===== src/rtl/congruential_random_generator_core_assert.svh =====
// ----------------------------------------------------------------------------
// Assertion macros for the congruential generator core
// Concurrent assertion wrappers, clocked on the rising edge.
// ----------------------------------------------------------------------------
`ifndef CONGRUENTIAL_RANDOM_GENERATOR_CORE_ASSERT_SVH
`define CONGRUENTIAL_RANDOM_GENERATOR_CORE_ASSERT_SVH

// checked only while out of reset
`define LCG_ASSERT(lbl, clk, rstn, prop, msg) \
  lbl: assert property (@(posedge clk) disable iff (!(rstn)) (prop)) else $error(msg);

// checked at every edge, reset included
`define LCG_ASSERT_ALWAYS(lbl, clk, prop, msg) \
  lbl: assert property (@(posedge clk) (prop)) else $error(msg);

`endif


===== src/rtl/lcg_pkg.sv =====
// ----------------------------------------------------------------------------
// lcg_pkg
// Shared types and constants of the congruential generator core.
// ----------------------------------------------------------------------------
`timescale 1ns / 1ps

package lcg_pkg;

  localparam int unsigned CFG_W   = 32;
  localparam int unsigned CFG_IDX_W = 2;
  localparam int unsigned IN_TDATA_W  = 8;
  localparam int unsigned OUT_TDATA_W = 32;

  typedef enum logic [CFG_IDX_W-1:0] {
    REG_MULTIPLIER = 2'd0,
    REG_INCREMENT  = 2'd1,
    REG_MODULUS    = 2'd2,
    REG_SEED       = 2'd3
  } cfg_reg_e;

  localparam logic [CFG_W-1:0] MULTIPLIER_RST = 32'd221;
  localparam logic [CFG_W-1:0] INCREMENT_RST  = 32'd0;
  localparam logic [CFG_W-1:0] MODULUS_RST    = 32'd10000;
  localparam logic [CFG_W-1:0] SEED_RST       = 32'd1324;

  typedef struct packed {
    logic [CFG_W-1:0] multiplier;
    logic [CFG_W-1:0] increment;
    logic [CFG_W-1:0] modulus;
    logic [CFG_W-1:0] seed;
  } cfg_t;

  typedef enum logic [1:0] {
    ST_IDLE,
    ST_MULT,
    ST_REDUCE,
    ST_WRITE
  } lcg_state_e;

  typedef struct packed {
    logic load;    // capture start value
    logic mult;    // form a*x + c
    logic step;    // two reduction bits
    logic write;   // commit state and output
  } lcg_cmd_t;

  typedef struct packed {
    logic mod_zero;
  } lcg_status_t;

endpackage


===== src/rtl/congruential_random_generator_core.sv =====
// ----------------------------------------------------------------------------
// congruential_random_generator_core
// Linear congruential generator, x <= (a*x + c) mod m, one value per request.
// ----------------------------------------------------------------------------
//  channel   dir  fields (low bit up)
//  s_axis    in   tdata: reseed
//  m_axis    out  tdata: value
//  cfg       in   index 0 multiplier, 1 increment, 2 modulus, 3 seed
//
//  A request runs from accept to the next accept through a multiply step,
//  then the modulo reduction at two quotient bits per cycle over the
//  2*STATE_WIDTH-bit sum, then a commit.
//  Modulus zero skips the reduction (STATE_WIDTH-wide wrap).
//  Reset loads the seed reset value into the state; no clearing pass.
//  A stalled result holds in the output register; a finished request waits
//  for that register to free before it commits.
// ----------------------------------------------------------------------------
`timescale 1ns / 1ps

module congruential_random_generator_core
  import lcg_pkg::*;
#(
  parameter int unsigned STATE_WIDTH = 32
) (
  input  logic                   clk_i,
  input  logic                   rst_ni,
  input  logic                   s_axis_tvalid_i,
  output logic                   s_axis_tready_o,
  input  logic [IN_TDATA_W-1:0]  s_axis_tdata_i,   // [0] reseed, rest zero
  output logic                   m_axis_tvalid_o,
  input  logic                   m_axis_tready_i,
  output logic [OUT_TDATA_W-1:0] m_axis_tdata_o,   // [31:0] value
  input  logic                   cfg_we_i,
  input  logic [CFG_IDX_W-1:0]   cfg_idx_i,
  input  logic [CFG_W-1:0]       cfg_data_i
);

  cfg_t        cfg;
  lcg_cmd_t    cmd;
  lcg_status_t status;

  lcg_regs u_regs (
    .clk_i  (clk_i),
    .rst_ni (rst_ni),
    .we_i   (cfg_we_i),
    .idx_i  (cfg_idx_i),
    .data_i (cfg_data_i),
    .cfg_o  (cfg)
  );

  lcg_ctrl #(
    .STATE_WIDTH (STATE_WIDTH)
  ) u_ctrl (
    .clk_i       (clk_i),
    .rst_ni      (rst_ni),
    .in_valid_i  (s_axis_tvalid_i),
    .in_ready_o  (s_axis_tready_o),
    .out_valid_o (m_axis_tvalid_o),
    .out_ready_i (m_axis_tready_i),
    .status_i    (status),
    .cmd_o       (cmd)
  );

  lcg_datapath #(
    .STATE_WIDTH (STATE_WIDTH)
  ) u_datapath (
    .clk_i    (clk_i),
    .rst_ni   (rst_ni),
    .cfg_i    (cfg),
    .cmd_i    (cmd),
    .reseed_i (s_axis_tdata_i[0]),
    .status_o (status),
    .value_o  (m_axis_tdata_o)
  );

endmodule


===== src/rtl/lcg_regs.sv =====
// ----------------------------------------------------------------------------
// lcg_regs
// Configuration register file: multiplier, increment, modulus, seed.
// ----------------------------------------------------------------------------
`timescale 1ns / 1ps

module lcg_regs
  import lcg_pkg::*;
(
  input  logic                 clk_i,
  input  logic                 rst_ni,
  input  logic                 we_i,
  input  logic [CFG_IDX_W-1:0] idx_i,
  input  logic [CFG_W-1:0]     data_i,
  output cfg_t                 cfg_o
);

  cfg_t cfg_q, cfg_d;

  always_comb begin
    cfg_d = cfg_q;
    if (we_i) begin
      unique case (cfg_reg_e'(idx_i))
        REG_MULTIPLIER: cfg_d.multiplier = data_i;
        REG_INCREMENT:  cfg_d.increment  = data_i;
        REG_MODULUS:    cfg_d.modulus    = data_i;
        REG_SEED:       cfg_d.seed       = data_i;
        default:        cfg_d = cfg_q;
      endcase
    end
  end

  always_ff @(posedge clk_i or negedge rst_ni) begin
    if (!rst_ni) begin
      cfg_q.multiplier <= MULTIPLIER_RST;
      cfg_q.increment  <= INCREMENT_RST;
      cfg_q.modulus    <= MODULUS_RST;
      cfg_q.seed       <= SEED_RST;
    end else begin
      cfg_q <= cfg_d;
    end
  end

  assign cfg_o = cfg_q;

endmodule


===== src/rtl/lcg_ctrl.sv =====
// ----------------------------------------------------------------------------
// lcg_ctrl
// Sequencer: multiply, reduce two bits per cycle, commit, output handshake.
// ----------------------------------------------------------------------------
`timescale 1ns / 1ps
`include "congruential_random_generator_core_assert.svh"

module lcg_ctrl
  import lcg_pkg::*;
#(
  parameter int unsigned STATE_WIDTH = 32
) (
  input  logic        clk_i,
  input  logic        rst_ni,
  input  logic        in_valid_i,
  output logic        in_ready_o,
  output logic        out_valid_o,
  input  logic        out_ready_i,
  input  lcg_status_t status_i,
  output lcg_cmd_t    cmd_o
);

  localparam int unsigned CNT_W = $clog2(STATE_WIDTH);
  localparam logic [CNT_W-1:0] CNT_LAST = CNT_W'(STATE_WIDTH - 1);

  lcg_state_e       state_q, state_d;
  logic [CNT_W-1:0] cnt_q, cnt_d;
  logic             out_valid_q, out_valid_d;
  logic             last;
  logic             accept;
  logic             commit;

  assign last   = (cnt_q == CNT_LAST);
  assign accept = in_valid_i && (state_q == ST_IDLE);
  assign commit = (state_q == ST_WRITE) && (!out_valid_q || out_ready_i);

  always_comb begin
    state_d = state_q;
    unique case (state_q)
      ST_IDLE:   if (in_valid_i) state_d = ST_MULT;
      ST_MULT:   state_d = status_i.mod_zero ? ST_WRITE : ST_REDUCE;
      ST_REDUCE: if (last) state_d = ST_WRITE;
      ST_WRITE:  if (commit) state_d = ST_IDLE;
      default:   state_d = ST_IDLE;
    endcase
  end

  always_comb begin
    cmd_o       = '0;
    cmd_o.load  = accept;
    cmd_o.mult  = (state_q == ST_MULT);
    cmd_o.step  = (state_q == ST_REDUCE);
    cmd_o.write = commit;
    in_ready_o  = (state_q == ST_IDLE);
    cnt_d       = cnt_q;
    if (state_q == ST_REDUCE) begin
      cnt_d = last ? '0 : cnt_q + 1'b1;
    end
    out_valid_d = out_valid_q;
    if (commit) begin
      out_valid_d = 1'b1;
    end else if (out_ready_i) begin
      out_valid_d = 1'b0;
    end
  end

  always_ff @(posedge clk_i or negedge rst_ni) begin
    if (!rst_ni) begin
      state_q     <= ST_IDLE;
      cnt_q       <= '0;
      out_valid_q <= 1'b0;
    end else begin
      state_q     <= state_d;
      cnt_q       <= cnt_d;
      out_valid_q <= out_valid_d;
    end
  end

  assign out_valid_o = out_valid_q;

  `LCG_ASSERT(a_cnt_only_reducing, clk_i, rst_ni, (cnt_q != '0) |-> (state_q == ST_REDUCE), "step count live outside reduction")
  `LCG_ASSERT(a_accept_to_mult, clk_i, rst_ni, (in_valid_i && in_ready_o) |=> (state_q == ST_MULT), "accepted request did not start multiply")
  `LCG_ASSERT(a_commit_shows_result, clk_i, rst_ni, commit |=> (out_valid_q && (state_q == ST_IDLE)), "committed result not presented")

endmodule


===== src/rtl/lcg_datapath.sv =====
// ----------------------------------------------------------------------------
// lcg_datapath
// State register, a*x + c product and restoring modulo reduction, radix 4.
// ----------------------------------------------------------------------------
`timescale 1ns / 1ps

module lcg_datapath
  import lcg_pkg::*;
#(
  parameter int unsigned STATE_WIDTH = 32
) (
  input  logic                   clk_i,
  input  logic                   rst_ni,
  input  cfg_t                   cfg_i,
  input  lcg_cmd_t               cmd_i,
  input  logic                   reseed_i,
  output lcg_status_t            status_o,
  output logic [OUT_TDATA_W-1:0] value_o
);

  localparam int unsigned W  = STATE_WIDTH;
  localparam int unsigned PW = 2 * STATE_WIDTH;
  localparam logic [W-1:0] STATE_RST = SEED_RST[W-1:0];

  logic [W-1:0]  a_w, c_w, m_w, seed_w;
  logic [W-1:0]  state_q;
  logic [W-1:0]  x_q;
  logic [PW-1:0] prod_q, prod_d;
  logic [W-1:0]  rem_q, rem_d;
  logic [W-1:0]  result;
  logic [OUT_TDATA_W-1:0] out_q;

  assign a_w    = cfg_i.multiplier[W-1:0];
  assign c_w    = cfg_i.increment[W-1:0];
  assign m_w    = cfg_i.modulus[W-1:0];
  assign seed_w = cfg_i.seed[W-1:0];

  assign status_o.mod_zero = (m_w == '0);

  always_comb begin
    logic [W:0] r1;
    logic [W:0] r2;
    r1 = {rem_q, prod_q[PW-1]};
    if (r1 >= {1'b0, m_w}) r1 = r1 - {1'b0, m_w};
    r2 = {r1[W-1:0], prod_q[PW-2]};
    if (r2 >= {1'b0, m_w}) r2 = r2 - {1'b0, m_w};
    prod_d = prod_q;
    rem_d  = rem_q;
    if (cmd_i.mult) begin
      prod_d = PW'(a_w) * PW'(x_q) + PW'(c_w);
      rem_d  = '0;
    end else if (cmd_i.step) begin
      prod_d = {prod_q[PW-3:0], 2'b00};
      rem_d  = r2[W-1:0];
    end
  end

  assign result = status_o.mod_zero ? prod_q[W-1:0] : rem_q;

  always_ff @(posedge clk_i or negedge rst_ni) begin
    if (!rst_ni) begin
      state_q <= STATE_RST;
    end else if (cmd_i.write) begin
      state_q <= result;
    end
  end

  always_ff @(posedge clk_i) begin
    if (cmd_i.load) x_q <= reseed_i ? seed_w : state_q;
    prod_q <= prod_d;
    rem_q  <= rem_d;
    if (cmd_i.write) out_q <= OUT_TDATA_W'(result);
  end

  assign value_o = out_q;

endmodule

===== config.mk =====
export PLATFORM = sky130hd
export DESIGN_NAME = congruential_random_generator_core
export DESIGN_NICKNAME = d
export VERILOG_FILES = /design/src/rtl/lcg_pkg.sv /design/src/rtl/congruential_random_generator_core.sv /design/src/rtl/lcg_regs.sv /design/src/rtl/lcg_ctrl.sv /design/src/rtl/lcg_datapath.sv
export VERILOG_INCLUDE_DIRS = /design/src /design/src/rtl
export SDC_FILE = /design/constraint.sdc
export NUM_CORES = 2
export LEC_CHECK = 0
export BUFFER_PORTS_ARGS = -buffer_cell sky130_fd_sc_hd__clkbuf_2
export CAP_MARGIN = 20
export CORE_ASPECT_RATIO = 1.5
export CORE_MARGIN = 2
export CORE_UTILIZATION = 50
export CTS_BUF_LIST = sky130_fd_sc_hd__clkbuf_8
export DETAILED_ROUTE_END_ITERATION = 12
export PLACE_DENSITY_LB_ADDON = 0.3
export SLEW_MARGIN = 20
export SYNTH_ARGS = -nofsm -noshare
export SYNTH_HDL_FRONTEND = slang
export SYNTH_SLANG_ARGS = --single-unit
export TNS_END_PERCENT = 1

===== constraint.sdc =====
create_clock -name clk_i -period 10.5 [get_ports clk_i]
set_input_delay 2.625 -clock clk_i [delete_from_list [all_inputs] [get_ports clk_i]]
set_output_delay 2.625 -clock clk_i [all_outputs]
set_load 0.05 [all_outputs]

==> flow_summary.json <==
{
  "status": "finished, final reports clean",
  "first_pass_iters": 5,
  "slew_viol_final": 0,
  "wl_um": 133000,
  "r2r_end": "u_datapath.prod_q[63]$_DFFE_PP_",
  "async_flop_share_pct": 51.2,
  "crit_path_start": "u_datapath.x_q[9]$_DFFE_PP_",
  "hold_buffers": 0,
  "fin_nets": 6473,
  "r2r_slack_ns": 1.15,
  "drive_gt1_share_pct": 10.7,
  "wl_per_cell_um": 20.4,
  "crit_type": "flop to flop",
  "synth_edf_count": 128,
  "r2r_start": "u_datapath.x_q[9]$_DFFE_PP_",
  "clockBufferDepth": 3,
  "synth_top_area_share_pct": 36.2,
  "num_vias": 36100,
  "grt_pass1_vias": 39700,
  "overflow": 0,
  "clk_pin_slew_ns": 0.07,
  "startpoint_type": "flop",
  "r2r_cells": 25,
  "crit_end": "u_datapath.prod_q[63]$_DFFE_PP_",
  "cts_tree": "done",
  "syn-num-nets": 6552,
  "fmax_ghz": 0.107,
  "yosys_most_used_dff": "dfrtp_1",
  "row_count": 144,
  "yosysTopAreaCell": "fa_1",
  "relSlewSlack_pct": 23.6,
  "cp.required_ns": 10.97,
  "cts.htree.levels": 2,
  "yosysMostFrequentCell": "inv_1",
  "yosysWarnings": 0,
  "dieHeight_um": 397,
  "io_pins": 81,
  "gp_congestion": 0.930,
  "postCtsSetupRepairBufs": 0,
  "yosys-top-cells-count": "1,054 x inv_1, 930 x fa_1, 619 x and2_1",
  "syn_avg_cell_area_um2": 9.81,
  "grt_max_degree": 91,
  "fin_crit_sh_pct": 89.0,
  "cts_buffers": 49,
  "whs_ns": 0.502,
  "antenna_found_initial": 7,
  "hpwl_um": 108000,
  "antenna_left": 0,
  "core_mm2": 0.102,
  "synth-seq-cells": 328,
  "rsz0062_at_grt": "false",
  "fillerInstances": 9249,
  "clkSinkCount": 328,
  "synth_seq_area_share_pct": 16.9,
  "cap_violations": 0,
  "dieArea_mm2": 0.105,
  "drt_iter0_drc": 2065,
  "cts_root_buf": "clkbuf_8",
  "yosys-top-cells-area": "fa_1 36%, ha_1 8.1%, inv_1 7.7%",
  "track_usage_pct": 26.2,
  "cp_max_fo": 19,
  "syn_area_mm2": 0.0514,
  "insertion_delay_ns": 0.61,
  "fin_worst_skew_ns": 0.0380,
  "drc_errors": 0,
  "die_w_um": 266,
  "arrival_ns": 9.81,
  "endpoint_kind": "flop",
  "port_buffers": 73,
  "worst_pin_slew_ns": 1.15,
  "hold_path.class": "flop to flop",
  "setup_tns_ns": 0,
  "setup_violations": 0,
  "synthCells": 5242,
  "cts_resized": 0,
  "ys_types": 92,
  "syn_to_final_growth_pct": 5.04,
  "hold_viol": 0,
  "start_util_pct": 50.2,
  "grt_pass1_wl_um": 216000,
  "min_period_ns": 9.35,
  "vias_per_cell": 5.53
}
==> metal layers <==
| layer | track usage (%) | part of all wire, % | vias to the layer above |
|---|---|---|---|
| li1 | - | - | 16000 |
| met1 | 31.5 | 38 | 18700 |
| met2 | 47.7 | 53 | 1000 |
| met3 | 2.03 | 4.3 | 322 |
| met4 | 11.8 | 4.9 | 0 |
| met5 | 0 | 0 | - |
==> critical path: stages, from the launching register on <==
cell	delay [ns]
edfxtp_1	0.97
buf_4	0.36
and2_1	0.18
fa_1	0.45
fa_1	0.57
inv_1	0.07
fa_1	0.50
fa_1	0.52
inv_1	0.05
fa_1	0.55
fa_1	0.44
fa_1	0.54
inv_1	0.08
fa_1	0.50
inv_1	0.05
ha_1	0.38
a21oi_1	0.20
nor2_1	0.06
a211oi_1	0.40
nand4_1	0.21
a31oi_1	0.37
a21oi_1	0.15
o311ai_1	0.65
a31oi_1	0.30
or4_1	0.55
nand3_1	0.09
==> state kept, by name (all words and copies together), names as in the netlist <==
| register | cells |
|---|---|
| u_ctrl.cnt_q | 5 |
| u_ctrl.out_valid_o | 1 |
| u_ctrl.state_q | 2 |
| u_datapath.prod_q | 64 |
| u_datapath.rem_q | 32 |
| u_datapath.state_q | 32 |
| u_datapath.value_o | 32 |
| u_datapath.x_q | 32 |
| u_regs.cfg_o | 128 |
==> worst min-delay path by stage <==
stage               cells after the start  slack [ns]                                  to                                from
floorplan                               1        0.45         u_ctrl.cnt_q[3]$_DFFE_PN0N_         u_ctrl.cnt_q[3]$_DFFE_PN0N_
global placement                        1        0.48        u_regs.cfg_o[24]$_DFFE_PN0P_        u_regs.cfg_o[24]$_DFFE_PN0P_
detailed placement                      1        0.49        u_regs.cfg_o[29]$_DFFE_PN0P_        u_regs.cfg_o[29]$_DFFE_PN0P_
CTS                                     1        0.50        u_regs.cfg_o[29]$_DFFE_PN0P_        u_regs.cfg_o[29]$_DFFE_PN0P_
global route                            1        0.52  u_datapath.state_q[24]$_DFFE_PN0P_  u_datapath.state_q[24]$_DFFE_PN0P_
finish                                  1        0.50        u_regs.cfg_o[26]$_DFFE_PN0P_        u_regs.cfg_o[26]$_DFFE_PN0P_
==> placed cells by master (no fill, tap or decap), types with 65 or more instances in the layout <==
cell	count
inv_1	1070
fa_1	930
and2_1	618
nand2_1	545
ha_1	330
mux2_2	275
dfrtp_1	147
edfxtp_1	128
a21oi_1	115
nor2_1	94
buf_4	81
a21o_1	72
clkbuf_2	72
o21ai_0	71
xnor2_1	65
==> kinds of logic after synthesis <==
group,count (synthesis),synth area share [%]
simple gates,1418,14.1
buf+inv,1341,9.95
fa+ha+maj,1263,44.3
compound gates,494,6.50
flops,328,16.9
mux,294,6.41
xor+xnor,104,1.77
==> layout make-up <==
| class | instances | area (um2) | area share [%] |
|---|---|---|---|
| clock buffers | 54 | 743 | 1.38 |
| well taps | 1314 | 1640 | 3.04 |
| multi-input cells | 3573 | 37600 | 69.7 |
| clock inverters | 38 | 289 | 0.535 |
| inverters | 1054 | 3960 | 7.32 |
| flip-flops and latches | 328 | 8710 | 16.1 |
| diodes | 5 | 12.5 | 0.0232 |
| repair buffers | 157 | 1030 | 1.90 |
==> stage by stage <==
| step | instance area, um2 | setup slack [ns] | utilization (%) | cells |
|---|---|---|---|---|
| after floorplan | 51400 | 2.98 | - | 5242 |
| after global placement | 52900 | 1.35 | 51.7 | 6424 |
| after detailed placement | 52900 | 1.28 | 51.7 | 6425 |
| after CTS | 54000 | 1.23 | 52.7 | 6517 |
| after global routing | 54000 | 0.869 | 52.8 | 6523 |
| final | 54000 | 1.15 | 52.8 | 6523 |
Power is not shown: default switching activity piles up to over one toggle a cycle in this logic, so the estimate is an artifact.
